### src/hdl/deq_pkg.sv
// ----------------------------------------------------------------------------
// deq_pkg
// Shared request codes, status codes and controller states for the
// double-ended queue unit.
// ----------------------------------------------------------------------------
package deq_pkg;

    localparam int OP_W     = 3;
    localparam int STATUS_W = 2;

    typedef enum logic [OP_W-1:0] {
        OP_PUSH_BACK  = 3'd0,
        OP_PUSH_FRONT = 3'd1,
        OP_POP_FRONT  = 3'd2,
        OP_POP_BACK   = 3'd3,
        OP_CLEAR      = 3'd4
    } deq_op_t;

    typedef enum logic [STATUS_W-1:0] {
        ST_OK         = 2'd0,
        ST_POP_EMPTY  = 2'd1,
        ST_PUSH_FULL  = 2'd2
    } deq_status_t;

    typedef enum logic {
        CTRL_IDLE = 1'b0,
        CTRL_READ = 1'b1
    } deq_state_t;

    // Handshake between the controller and the result register.
    typedef struct packed {
        logic out_free;
    } deq_hs_in_t;

    typedef struct packed {
        logic in_ready;
        logic res_valid;
    } deq_hs_out_t;

endpackage

### src/hdl/deq_req_if.sv
// ----------------------------------------------------------------------------
// deq_req_if
// Request channel: valid/ready with an operation code and an element value.
// ----------------------------------------------------------------------------
interface deq_req_if #(
    parameter int ELEMENT_BITS = 8
);
    import deq_pkg::*;

    logic                    valid;
    logic                    ready;
    logic [OP_W-1:0]         op;
    logic [ELEMENT_BITS-1:0] value;

    modport source (output valid, output op, output value, input ready);
    modport sink   (input valid, input op, input value, output ready);
endinterface

### src/hdl/deq_rsp_if.sv
// ----------------------------------------------------------------------------
// deq_rsp_if
// Result channel: valid/ready with the queue view after one request.
// ----------------------------------------------------------------------------
interface deq_rsp_if #(
    parameter int ELEMENT_BITS = 8,
    parameter int COUNT_BITS   = 5
);
    import deq_pkg::*;

    logic                    valid;
    logic                    ready;
    logic [ELEMENT_BITS-1:0] front_value;
    logic [ELEMENT_BITS-1:0] back_value;
    logic                    not_empty;
    logic [COUNT_BITS-1:0]   count;
    logic [STATUS_W-1:0]     status;

    modport source (output valid, output front_value, output back_value,
                    output not_empty, output count, output status, input ready);
    modport sink   (input valid, input front_value, input back_value,
                    input not_empty, input count, input status, output ready);
endinterface

### src/hdl/deq_ring_mem.sv
// ----------------------------------------------------------------------------
// deq_ring_mem
// Ring store of the queue: one write port, one read port, registered read.
// ----------------------------------------------------------------------------
module deq_ring_mem #(
    parameter int DEPTH = 16,
    parameter int WIDTH = 8
) (
    input  logic                     clk,
    input  logic                     we,
    input  logic [$clog2(DEPTH)-1:0] waddr,
    input  logic [WIDTH-1:0]         wdata,
    input  logic                     re,
    input  logic [$clog2(DEPTH)-1:0] raddr,
    output logic [WIDTH-1:0]         rdata
);
    logic [WIDTH-1:0] mem [DEPTH];

    always_ff @(posedge clk)
    begin
        if (we)
        begin
            mem[waddr] <= wdata;
        end
    end

    always_ff @(posedge clk)
    begin
        if (re)
        begin
            rdata <= mem[raddr];
        end
    end
endmodule

### src/hdl/deq_ctrl.sv
// ----------------------------------------------------------------------------
// deq_ctrl
// Head pointer, count and cached end elements; issues ring store accesses.
// ----------------------------------------------------------------------------
module deq_ctrl #(
    parameter int DEPTH        = 16,
    parameter int ELEMENT_BITS = 8
) (
    input  logic                             clk,
    input  logic                             rst_n,
    input  logic                             in_valid,
    input  logic [deq_pkg::OP_W-1:0]         in_op,
    input  logic [ELEMENT_BITS-1:0]          in_value,
    input  deq_pkg::deq_hs_in_t              hs_in,
    output deq_pkg::deq_hs_out_t             hs_out,
    output logic [ELEMENT_BITS-1:0]          res_front,
    output logic [ELEMENT_BITS-1:0]          res_back,
    output logic [$clog2(DEPTH+1)-1:0]       res_count,
    output logic [deq_pkg::STATUS_W-1:0]     res_status,
    output logic                             mem_we,
    output logic [$clog2(DEPTH)-1:0]         mem_waddr,
    output logic [ELEMENT_BITS-1:0]          mem_wdata,
    output logic                             mem_re,
    output logic [$clog2(DEPTH)-1:0]         mem_raddr,
    input  logic [ELEMENT_BITS-1:0]          mem_rdata
);
    import deq_pkg::*;

    localparam int AW = $clog2(DEPTH);
    localparam int CW = $clog2(DEPTH + 1);

    deq_state_t              state_reg, state_next;
    logic [AW-1:0]           head_reg, head_next;
    logic [CW-1:0]           count_reg, count_next;
    logic [ELEMENT_BITS-1:0] front_reg, front_next;
    logic [ELEMENT_BITS-1:0] back_reg, back_next;
    logic                    fill_front_reg, fill_front_next;

    logic                    accept;
    logic                    is_empty;
    logic                    is_full;
    logic [AW:0]             tail_sum;
    logic [AW-1:0]           tail_idx;
    logic [AW:0]             last2_sum;
    logic [AW-1:0]           last2_idx;
    logic [AW-1:0]           head_inc;
    logic [AW-1:0]           head_dec;

    assign is_empty = (count_reg == '0);
    assign is_full  = (count_reg >= CW'(DEPTH));

    // Slot past the back element, and the slot just before the back element.
    assign tail_sum  = {1'b0, head_reg} + (AW+1)'(count_reg);
    assign tail_idx  = (tail_sum >= (AW+1)'(DEPTH)) ? AW'(tail_sum - (AW+1)'(DEPTH))
                                                   : tail_sum[AW-1:0];
    assign last2_sum = tail_sum - (AW+1)'(2);
    assign last2_idx = (last2_sum >= (AW+1)'(DEPTH)) ? AW'(last2_sum - (AW+1)'(DEPTH))
                                                    : last2_sum[AW-1:0];
    assign head_inc  = (head_reg == AW'(DEPTH - 1)) ? '0 : head_reg + AW'(1);
    assign head_dec  = (head_reg == '0) ? AW'(DEPTH - 1) : head_reg - AW'(1);

    always_ff @(posedge clk or negedge rst_n)
    begin
        if (!rst_n)
        begin
            state_reg      <= CTRL_IDLE;
            head_reg       <= '0;
            count_reg      <= '0;
            fill_front_reg <= 1'b0;
        end
        else
        begin
            state_reg      <= state_next;
            head_reg       <= head_next;
            count_reg      <= count_next;
            fill_front_reg <= fill_front_next;
        end
    end

    always_ff @(posedge clk)
    begin
        front_reg <= front_next;
        back_reg  <= back_next;
    end

    always_comb
    begin
        state_next       = state_reg;
        head_next        = head_reg;
        count_next       = count_reg;
        front_next       = front_reg;
        back_next        = back_reg;
        fill_front_next  = fill_front_reg;
        hs_out.in_ready  = (state_reg == CTRL_IDLE) && hs_in.out_free;
        hs_out.res_valid = 1'b0;
        res_status       = ST_OK;
        mem_we           = 1'b0;
        mem_waddr        = tail_idx;
        mem_wdata        = in_value;
        mem_re           = 1'b0;
        mem_raddr        = head_inc;
        accept           = in_valid && hs_out.in_ready;

        case (state_reg)
            CTRL_IDLE:
            begin
                if (accept)
                begin
                    hs_out.res_valid = 1'b1;
                    case (deq_op_t'(in_op))
                        OP_PUSH_BACK:
                        begin
                            if (is_full)
                            begin
                                res_status = ST_PUSH_FULL;
                            end
                            else
                            begin
                                mem_we     = 1'b1;
                                mem_waddr  = tail_idx;
                                back_next  = in_value;
                                count_next = count_reg + CW'(1);
                                if (is_empty)
                                begin
                                    front_next = in_value;
                                end
                            end
                        end
                        OP_PUSH_FRONT:
                        begin
                            if (is_full)
                            begin
                                res_status = ST_PUSH_FULL;
                            end
                            else
                            begin
                                mem_we     = 1'b1;
                                mem_waddr  = head_dec;
                                head_next  = head_dec;
                                front_next = in_value;
                                count_next = count_reg + CW'(1);
                                if (is_empty)
                                begin
                                    back_next = in_value;
                                end
                            end
                        end
                        OP_POP_FRONT:
                        begin
                            if (is_empty)
                            begin
                                res_status = ST_POP_EMPTY;
                            end
                            else
                            begin
                                head_next  = head_inc;
                                count_next = count_reg - CW'(1);
                                // Fetch the new front unless the queue drains.
                                if (count_reg != CW'(1))
                                begin
                                    mem_re           = 1'b1;
                                    mem_raddr        = head_inc;
                                    fill_front_next  = 1'b1;
                                    state_next       = CTRL_READ;
                                    hs_out.res_valid = 1'b0;
                                end
                            end
                        end
                        OP_POP_BACK:
                        begin
                            if (is_empty)
                            begin
                                res_status = ST_POP_EMPTY;
                            end
                            else
                            begin
                                count_next = count_reg - CW'(1);
                                if (count_reg != CW'(1))
                                begin
                                    mem_re           = 1'b1;
                                    mem_raddr        = last2_idx;
                                    fill_front_next  = 1'b0;
                                    state_next       = CTRL_READ;
                                    hs_out.res_valid = 1'b0;
                                end
                            end
                        end
                        OP_CLEAR:
                        begin
                            head_next  = '0;
                            count_next = '0;
                        end
                        default:
                        begin
                        end
                    endcase
                end
            end
            CTRL_READ:
            begin
                // Load the refetched end element and report.
                hs_out.res_valid = 1'b1;
                state_next       = CTRL_IDLE;
                if (fill_front_reg)
                begin
                    front_next = mem_rdata;
                end
                else
                begin
                    back_next = mem_rdata;
                end
            end
            default:
            begin
                state_next = CTRL_IDLE;
            end
        endcase

        res_count = count_next;
        res_front = (count_next != '0) ? front_next : '0;
        res_back  = (count_next != '0) ? back_next : '0;
    end

    a_count_bound: assert property (@(posedge clk) disable iff (!rst_n)
        count_reg <= CW'(DEPTH))
        else $error("element count exceeds capacity");

    a_head_bound: assert property (@(posedge clk) disable iff (!rst_n)
        head_reg <= AW'(DEPTH - 1))
        else $error("head pointer outside ring");

    a_read_one_cycle: assert property (@(posedge clk) disable iff (!rst_n)
        state_reg == CTRL_READ |=> state_reg == CTRL_IDLE)
        else $error("refetch state held longer than one cycle");

    a_read_reports: assert property (@(posedge clk) disable iff (!rst_n)
        state_reg == CTRL_READ |-> hs_out.res_valid && !hs_out.in_ready)
        else $error("refetch cycle must report and block new transfers");
endmodule

### src/hdl/double_ended_queue_unit.sv
// ----------------------------------------------------------------------------
// double_ended_queue_unit
// Bounded double-ended queue in a ring store with head pointer and count.
// ----------------------------------------------------------------------------
// Each request transfer produces exactly one result transfer showing the
// queue after the request: front and back element (zero when empty), a
// non-empty flag, the count and a status (ok, pop from empty, push into full).
// Pushes, clears, refused requests and pops that leave the queue empty are
// answered from the idle state and can stream at one per cycle unless a held
// result stalls them. A pop that leaves elements behind passes through a read
// state that blocks new requests: the new front or back element must be read
// from the ring store's single read port. End elements are registered, so the
// store is read only on those pops. A result register sits on the output; a
// new request is taken when that register is empty or when the consumer takes
// the waiting result in the same cycle, so a result that the consumer holds
// back stalls the request side. No clearing pass is needed after reset: only
// slots holding elements are ever read.
// ----------------------------------------------------------------------------
module double_ended_queue_unit #(
    parameter int DEPTH        = 16,
    parameter int ELEMENT_BITS = 8
) (
    input  logic  clk,
    input  logic  rst_n,
    deq_req_if.sink   req,
    deq_rsp_if.source rsp
);
    import deq_pkg::*;

    localparam int AW = $clog2(DEPTH);
    localparam int CW = $clog2(DEPTH + 1);

    deq_hs_in_t              hs_in;
    deq_hs_out_t             hs_out;
    logic [ELEMENT_BITS-1:0] res_front;
    logic [ELEMENT_BITS-1:0] res_back;
    logic [CW-1:0]           res_count;
    logic [STATUS_W-1:0]     res_status;

    logic                    mem_we;
    logic [AW-1:0]           mem_waddr;
    logic [ELEMENT_BITS-1:0] mem_wdata;
    logic                    mem_re;
    logic [AW-1:0]           mem_raddr;
    logic [ELEMENT_BITS-1:0] mem_rdata;

    // Result register
    logic                    rsp_valid_reg;
    logic [ELEMENT_BITS-1:0] rsp_front_reg;
    logic [ELEMENT_BITS-1:0] rsp_back_reg;
    logic [CW-1:0]           rsp_count_reg;
    logic [STATUS_W-1:0]     rsp_status_reg;

    // The result register is free when empty or draining this cycle.
    assign hs_in.out_free = !rsp_valid_reg || rsp.ready;
    assign req.ready      = hs_out.in_ready;

    deq_ctrl #(
        .DEPTH        (DEPTH),
        .ELEMENT_BITS (ELEMENT_BITS)
    ) u_ctrl (
        .clk        (clk),
        .rst_n      (rst_n),
        .in_valid   (req.valid),
        .in_op      (req.op),
        .in_value   (req.value),
        .hs_in      (hs_in),
        .hs_out     (hs_out),
        .res_front  (res_front),
        .res_back   (res_back),
        .res_count  (res_count),
        .res_status (res_status),
        .mem_we     (mem_we),
        .mem_waddr  (mem_waddr),
        .mem_wdata  (mem_wdata),
        .mem_re     (mem_re),
        .mem_raddr  (mem_raddr),
        .mem_rdata  (mem_rdata)
    );

    deq_ring_mem #(
        .DEPTH (DEPTH),
        .WIDTH (ELEMENT_BITS)
    ) u_ring_mem (
        .clk   (clk),
        .we    (mem_we),
        .waddr (mem_waddr),
        .wdata (mem_wdata),
        .re    (mem_re),
        .raddr (mem_raddr),
        .rdata (mem_rdata)
    );

    // Hold the result until the consumer takes it; load a new one when ready.
    always_ff @(posedge clk or negedge rst_n)
    begin
        if (!rst_n)
        begin
            rsp_valid_reg <= 1'b0;
        end
        else if (hs_out.res_valid)
        begin
            rsp_valid_reg <= 1'b1;
        end
        else if (rsp.ready)
        begin
            rsp_valid_reg <= 1'b0;
        end
    end

    always_ff @(posedge clk)
    begin
        if (hs_out.res_valid)
        begin
            rsp_front_reg  <= res_front;
            rsp_back_reg   <= res_back;
            rsp_count_reg  <= res_count;
            rsp_status_reg <= res_status;
        end
    end

    assign rsp.valid       = rsp_valid_reg;
    assign rsp.front_value = rsp_front_reg;
    assign rsp.back_value  = rsp_back_reg;
    assign rsp.count       = rsp_count_reg;
    assign rsp.not_empty   = (rsp_count_reg != '0);
    assign rsp.status      = rsp_status_reg;
endmodule
### src/flat_wrapper.sv
// flat-port wrapper written by rule: the top's interface ports become plain ports
module double_ended_queue_unit_flat import deq_pkg::*;
#(
    parameter int DEPTH        = 16,
    parameter int ELEMENT_BITS = 8
)
  (clk, rst_n, req_valid, req_op, req_value, req_ready, rsp_valid, rsp_front_value, rsp_back_value, rsp_not_empty, rsp_count, rsp_status, rsp_ready);
  deq_req_if #(.ELEMENT_BITS(ELEMENT_BITS)) req_i ();
  deq_rsp_if #(.ELEMENT_BITS(ELEMENT_BITS)) rsp_i ();
  input  logic clk;
  input  logic rst_n;
  input wire logic [$bits(req_i.valid)-1:0] req_valid;
  input wire logic [$bits(req_i.op)-1:0] req_op;
  input wire logic [$bits(req_i.value)-1:0] req_value;
  output wire logic [$bits(req_i.ready)-1:0] req_ready;
  output wire logic [$bits(rsp_i.valid)-1:0] rsp_valid;
  output wire logic [$bits(rsp_i.front_value)-1:0] rsp_front_value;
  output wire logic [$bits(rsp_i.back_value)-1:0] rsp_back_value;
  output wire logic [$bits(rsp_i.not_empty)-1:0] rsp_not_empty;
  output wire logic [$bits(rsp_i.count)-1:0] rsp_count;
  output wire logic [$bits(rsp_i.status)-1:0] rsp_status;
  input wire logic [$bits(rsp_i.ready)-1:0] rsp_ready;
  assign req_i.valid = req_valid;
  assign req_i.op = req_op;
  assign req_i.value = req_value;
  assign req_ready = req_i.ready;
  assign rsp_valid = rsp_i.valid;
  assign rsp_front_value = rsp_i.front_value;
  assign rsp_back_value = rsp_i.back_value;
  assign rsp_not_empty = rsp_i.not_empty;
  assign rsp_count = rsp_i.count;
  assign rsp_status = rsp_i.status;
  assign rsp_i.ready = rsp_ready;
  double_ended_queue_unit #(.DEPTH(DEPTH), .ELEMENT_BITS(ELEMENT_BITS)) u_core (.clk(clk), .rst_n(rst_n), .req(req_i), .rsp(rsp_i));
endmodule
### config.mk
export PLATFORM = sky130hd
export DESIGN_NAME = double_ended_queue_unit_flat
export DESIGN_NICKNAME = d
export VERILOG_FILES = /design/src/hdl/deq_pkg.sv /design/src/hdl/deq_req_if.sv /design/src/hdl/deq_rsp_if.sv /design/src/hdl/deq_ring_mem.sv /design/src/hdl/deq_ctrl.sv /design/src/hdl/double_ended_queue_unit.sv /design/src/flat_wrapper.sv
export SDC_FILE = /design/constraint.sdc
export NUM_CORES = 1
export LEC_CHECK = 0
export BUFFER_PORTS_ARGS = -buffer_cell sky130_fd_sc_hd__buf_2
export CORE_MARGIN = 2
export CORE_UTILIZATION = 60
export DETAILED_ROUTE_END_ITERATION = 6
export HOLD_SLACK_MARGIN = 0.1
export PLACE_DENSITY = 0.76
export REMOVE_ABC_BUFFERS = 1
export SETUP_SLACK_MARGIN = 0.1
export SLEW_MARGIN = 20
export SYNTH_ARGS = -nofsm -noshare
export SYNTH_HDL_FRONTEND = slang
export SYNTH_SLANG_ARGS = --single-unit
### constraint.sdc
create_clock -name clk -period 3.4 [get_ports clk]
set_input_delay 0.68 -clock clk [delete_from_list [all_inputs] [get_ports clk]]
set_output_delay 0.68 -clock clk [all_outputs]
set_load 0.02 [all_outputs]
==> flow_summary.json, run 1 <==
{
  "grt_pass1_vias": 5331,
  "gp_congestion": 0.948,
  "worst_slack_ps": 267,
  "cts_buffers": 17,
  "clock_path_buffers": 2,
  "grt_usage": 0.263,
  "ys_seq_area_frac": 0.637,
  "drv_cap": 0,
  "top_register": "u_core.u_ring_mem.mem",
  "critPathRequiredTime_ps": 3570,
  "max_freq_mhz": 319,
  "insertedDiodeCount": 0,
  "die_x_um": 123,
  "setup_violations": 0,
  "vias_per_cell": 6.29,
  "via_count": 5514,
  "postRouteAntennaNets": 0,
  "drive_gt1_frac": 0.182,
  "dr.first_iter.drc_count": 574,
  "arrival_ps": 3300,
  "crit_path_end_kind": "flop",
  "antenna_found_initial": 0,
  "io_buffers": 40,
  "cts_tree": "built",
  "grt_max_degree": 48,
  "die_y_um": 123,
  "avgSynthCellArea_um2": 13.6,
  "htreeDepth": 4,
  "pin_count": 41,
  "core_um2": 13800,
  "status": "finished clean",
  "clkTransAtPathRegs_ps": 70,
  "fin_crit_sh": 0.921,
  "yosys_warnings": 0,
  "initial_utilization": 0.613,
  "relSlewSlack": 0.365,
  "clock_skew_ps": 7.98,
  "reg2regPathDepth": 9,
  "seq_area_um2": 5400,
  "power.density_nw_per_um2": 1000,
  "fin_crit_ps": 3130,
  "wl_mm": 18.6,
  "cts.sinks": 187,
  "first_pass_iters": 6,
  "nNetsFinal": 708,
  "final_cells": 877,
  "ff2ff_setup_slack_ps": 270,
  "dpl.cell_count": 845,
  "syn_area_um2": 8470,
  "synthTopCellsByArea": "edfxtp_1, mux2i_1, dfxtp_1, dfrtp_1, and3_1",
  "crit_path_start_kind": "flop",
  "hold_class": "in -> async",
  "yosysTopAreaCell": "edfxtp_1",
  "synth_edf_count": 159,
  "post-route-drc-count": 0,
  "rsz0062_at_grt": "false",
  "syn_inst": 624,
  "crit_start": "u_core.u_ctrl.count_reg[0]",
  "synth_commonest_cells": "edfxtp_1, mux2i_1, nand2_1",
  "overflow": 0,
  "multi_input_area_um2": 2900,
  "cp_max_fo": 47,
  "peakVddDrop_mv": 0.520,
  "clock_latency_ps": 430,
  "num-fill-cells": 931,
  "area_growth_pct": 13.7,
  "place_hpwl_mm": 12.5,
  "synth_most_common_cell": "edfxtp_1",
  "synth_seq_cells": 187,
  "synth_cell_types": 62,
  "worstSetupEndpoint": "u_core.u_ring_mem.rdata[3]",
  "p_leak_nw": 3.65,
  "largest_register_ffs": 128,
  "place_ws_ps": 247,
  "worstSetupPathType": "reg -> reg",
  "synth_top_area_share": 0.563,
  "synth_ff_type": "edfxtp_1",
  "slew_viol_final": 0,
  "post-cts-setup-buffers": 0,
  "rows": 43,
  "r2r_start": "u_core.u_ctrl.count_reg[0]",
  "clock_tree.root_cell": "clkbuf_16",
  "grt_pass1_wl_mm": 29.1,
  "async_reset_ff_frac": 0.0642,
  "r2r_end": "u_core.u_ring_mem.rdata[3]",
  "hold_violations": 0,
  "dieArea_um2": 15100,
  "wl_per_cell_um": 21.2,
  "cts_hold_buf": 0,
  "tightest_slew_ps": 953
}
[through the flow]
step                      total power, mW  TNS [ps]   util  hold WS [ps]  instance area (um2)
final                                9.64         0  0.697           126                 9630
after global routing                 10.2         0  0.697           133                 9630
after CTS                            9.57         0  0.695           116                 9610
after detailed placement             7.68         0  0.654           554                 9050
after global placement               7.57         0  0.654           537                 9050
after floorplan                      6.23     -4260      -           384                 8290
[layer usage]
layer  track usage  part of all wire
met5             0                 0
met2         0.423              0.49
met4        0.0963             0.021
met1         0.359              0.42
met3        0.0469             0.070
[critical path, cell delays in order, from the launching register on]
cell	delay, ps
dfrtp_1	480
ha_1	260
fa_1	500
buf_4	180
or3_1	420
buf_12	190
and3_1	200
o32a_1	330
a32oi_1	180
o21ai_1	120
[repair_timing]
item,4_1_cts,5_1_grt
endpoints found under the hold margin,0,0
gates resized for setup,0,4
endpoints found under the setup margin,0,6
[power by group]
group | switching, mW | internal [mW]
logic | 2.64 | 1.89
registers | 0.290 | 2.96
clock network | 0.895 | 0.963
[cell usage in the layout, fill, tap and decap left out, types with 4 or more instances in the layout]
master	instances
buf_2	40
inv_1	8
a221o_1	7
nor3_1	13
inv_6	6
a211oi_1	4
nor2b_1	17
buf_4	35
a32oi_1	9
nand3b_1	4
nand2_1	37
and3_1	25
a21boi_0	12
a211o_1	15
a32o_1	14
nand3_1	8
nor2_1	33
dfxtp_1	16
a22oi_1	5
ha_1	8
clkbuf_16	17
o32a_1	8
a21oi_1	18
edfxtp_1	159
o21ai_0	10
o31ai_1	4
nand2b_1	8
mux2_2	4
mux2i_1	72
dfrtp_1	12
o21ai_1	9
a21o_1	4
[area by class of cell]
cell class,count,share of cell area
Sequential cell,187,0.560
Multi-Input combinational cell,392,0.301
Timing Repair Buffer,78,0.0543
Clock buffer,17,0.0442
Tap cell,180,0.0234
Clock inverter,15,0.0138
Inverter,8,0.00312
[worst min path at each step]
stage / cells after the start / endpoint / slack (ps)
after global routing: 1 / u_core.u_ctrl.head_reg[1] / 130
final: 1 / u_core.u_ctrl.head_reg[3] / 130
after floorplan: 0 / u_core.rsp.valid / 380
after detailed placement: 2 / u_core.rsp.valid / 550
after global placement: 2 / u_core.u_ctrl.back_reg[7] / 540
after CTS: 1 / u_core.u_ctrl.head_reg[1] / 120
[cells by family after synthesis]
logic type,Yosys count,share of synthesized area
flops,187,0.637
simple gates,158,0.0957
compound gates,142,0.129
mux,76,0.0904
buf+inv,45,0.0255
fa+ha+maj,9,0.0142
xor+xnor,7,0.00886
Note: power is estimated with default switching activity, not from simulation.
==> run 2, diff against run 1 <==
clock period = 2.9 ns   (was 3.4 ns; I/O delays follow)
==> run 2 against run 1 <==
Compared with the run above:
- the flow now finishes with violations (design-rule violations)
- routed wire length up 17%
- worst setup slack worse by 260 ps
- critical endpoint is now u_core.rsp.front_value[5]
- register-to-register slack worse by 260 ps
- highest routed layer unchanged
- critical path type unchanged
- sequential power increased by 16%
- design area is 8.1% higher
- via count increased by 9.5%
==> flow_summary.json, run 2 (synthesis results as in run 1) <==
{
  "status": "finished with violations",
  "violations": "design-rule violations",
  "route.layer.met1.wl_mm": 8.65,
  "min_delay_path_depth": 3,
  "peakVddDrop_mv": 0.774,
  "dr.first_iter.drc_count": 788,
  "r2r_end": "u_core.rsp.front_value[5]",
  "clock_latency_ps": 440,
  "vias_per_cell": 6.55,
  "critPathRequiredTime_ps": 3090,
  "crit_path_end_kind": "flop",
  "hold_class": "in -> reg",
  "crit_chain": "buf_6 -> inv_4 -> ha_4 -> buf_4 -> buf_4 -> nor3b_4 -> a21o_1 -> nor2_1 -> o31ai_1 -> o31ai_1 -> nor4b_2 -> buf_4 -> buf_2 -> nor2b_1",
  "drive_gt1_frac": 0.272,
  "initial_utilization": 0.613,
  "dr.max_layer_used": "met4",
  "critPathSlowestCell": "dfrtp_1",
  "ff2ff_setup_slack_ps": 6,
  "fin_crit_sh": 0.998,
  "postPlaceCellArea_um2": 9200,
  "fin_crit_ps": 2890,
  "finalPower_mw": 13.1,
  "fin_area_um2": 10400,
  "wl_mm": 21.7,
  "grt_max_degree": 48,
  "place_ws_ps": -133,
  "reg2regPathDepth": 14,
  "worst_slack_ps": 6.27,
  "relSlewSlack": 0.610,
  "crit_start": "u_core.u_ctrl.count_reg[0]",
  "max_freq_mhz": 346,
  "hold-path-endpoint": "u_core.rsp.valid",
  "post-route-drc-count": 2,
  "crit_path_start_kind": "flop",
  "top_register": "u_core.u_ring_mem.mem",
  "pin_count": 41,
  "largest_register_ffs": 128,
  "nNetsFinal": 753,
  "place_hpwl_mm": 13.0,
  "slew_viol_final": 0,
  "clock_skew_ps": 14.5,
  "hold_slack_ps": 471,
  "first_pass_iters": 7,
  "grt_pass1_vias": 5525,
  "hold_violations": 0,
  "wl_met2_mm": 10.8,
  "wl_per_cell_um": 23.5,
  "rows": 43,
  "rsz0062_at_grt": "true",
  "htreeDepth": 4,
  "r2r_start": "u_core.u_ctrl.count_reg[0]",
  "layout_commonest_cell": "edfxtp_1",
  "area_growth_pct": 22.9,
  "crit_path_frequent_cell": "buf_4",
  "wl_met3_mm": 1.73,
  "tightest_slew_ps": 585,
  "core_um2": 13800,
  "antenna_found_initial": 0,
  "power.density_nw_per_um2": 1260,
  "cts_buffers": 17,
  "cts_tree": "built",
  "setup_violations": 0,
  "worstSetupPathType": "reg -> reg",
  "clkTransAtPathRegs_ps": 80,
  "slowest_delay_ps": 400,
  "layout_common_cells": "edfxtp_1, mux2i_1, buf_4",
  "cts.sinks": 187,
  "die_y_um": 123,
  "clock_tree.root_cell": "clkbuf_16",
  "die_x_um": 123,
  "hold_start": "rsp_ready",
  "arrival_ps": 3080,
  "gp_congestion": 0.895,
  "clock_path_buffers": 2,
  "grt_pass1_wl_mm": 30.2,
  "cp_max_fo": 8,
  "p_leak_nw": 3.99,
  "insertedDiodeCount": 0,
  "dieArea_um2": 15100,
  "via_count": 6037,
  "grt_usage": 0.270,
  "utilization": 0.753,
  "overflow": 0,
  "io_buffers": 40,
  "drv_cap": 0,
  "postRouteAntennaNets": 0
}
## run 2: cell count changes in the layout (fill, tap and decap cells not counted), sizes merged
cell,delta
buf,+39
clkbuf,+5
bufinv,+1
clkinvlp,-2
inv,+1
dlygate4sd3,+1
## run 2: layout make-up
class	count	area, um2
fillers	785	3420
flip-flops and latches	187	5400
multi-input cells	392	3140
clock inverters	15	193
clock buffers	17	425
inverters	8	35.0
well taps	180	225
repair buffers	123	991
## run 2: per-layer routing
metal / global-route usage / vias up
met2: 0.445 / 350
met5: 0 / -
met3: 0.0479 / 52
met1: 0.369 / 2986
li1: - / 2649
met4: 0.0826 / 0
## run 2: worst max path at each step
stage | endpoint | slack [ps]
6_report | u_core.rsp.front_value[5] | 6
3_3_place_gp | u_core.u_ring_mem.rdata[2] | -90
5_1_grt | u_core.rsp.back_value[5] | -40
3_5_place_dp | u_core.u_ring_mem.rdata[2] | -130
2_1_floorplan | u_core.u_ring_mem.rdata[6] | -1050
4_1_cts | u_core.u_ring_mem.rdata[2] | 80
## run 2: worst max-delay path: cells and delay by family, from the launching register on
| family | cells | cell delay [ps] |
|---|---|---|
| compound gates | 3 | 650 |
| fa+ha+maj | 1 | 130 |
| simple gates | 4 | 650 |
| buf+inv | 6 | 800 |
| flops | 1 | 400 |
## run 2: stage by stage
stage	setup TNS, ps	cells
finish	0	922
global route	-382	922
CTS	0	898
detailed placement	-428	864
global placement	-256	864
floorplan	-10130	587
## run 2: power by group
part           total [mW]  switching [mW]  internal, mW
registers            3.78           0.305          3.48
clock network        2.38            1.13          1.25
logic                6.98            3.78          3.21
## run 2: what timing repair did
item                       in CTS  in global routing
hold buffers                    1                  0
setup buffers                   1                 16
cloned                          0                  8
hold endpoints to repair       12                  0
pin swaps                       5                 25
setup endpoints to repair      24                 24
gates resized for setup        27                 35
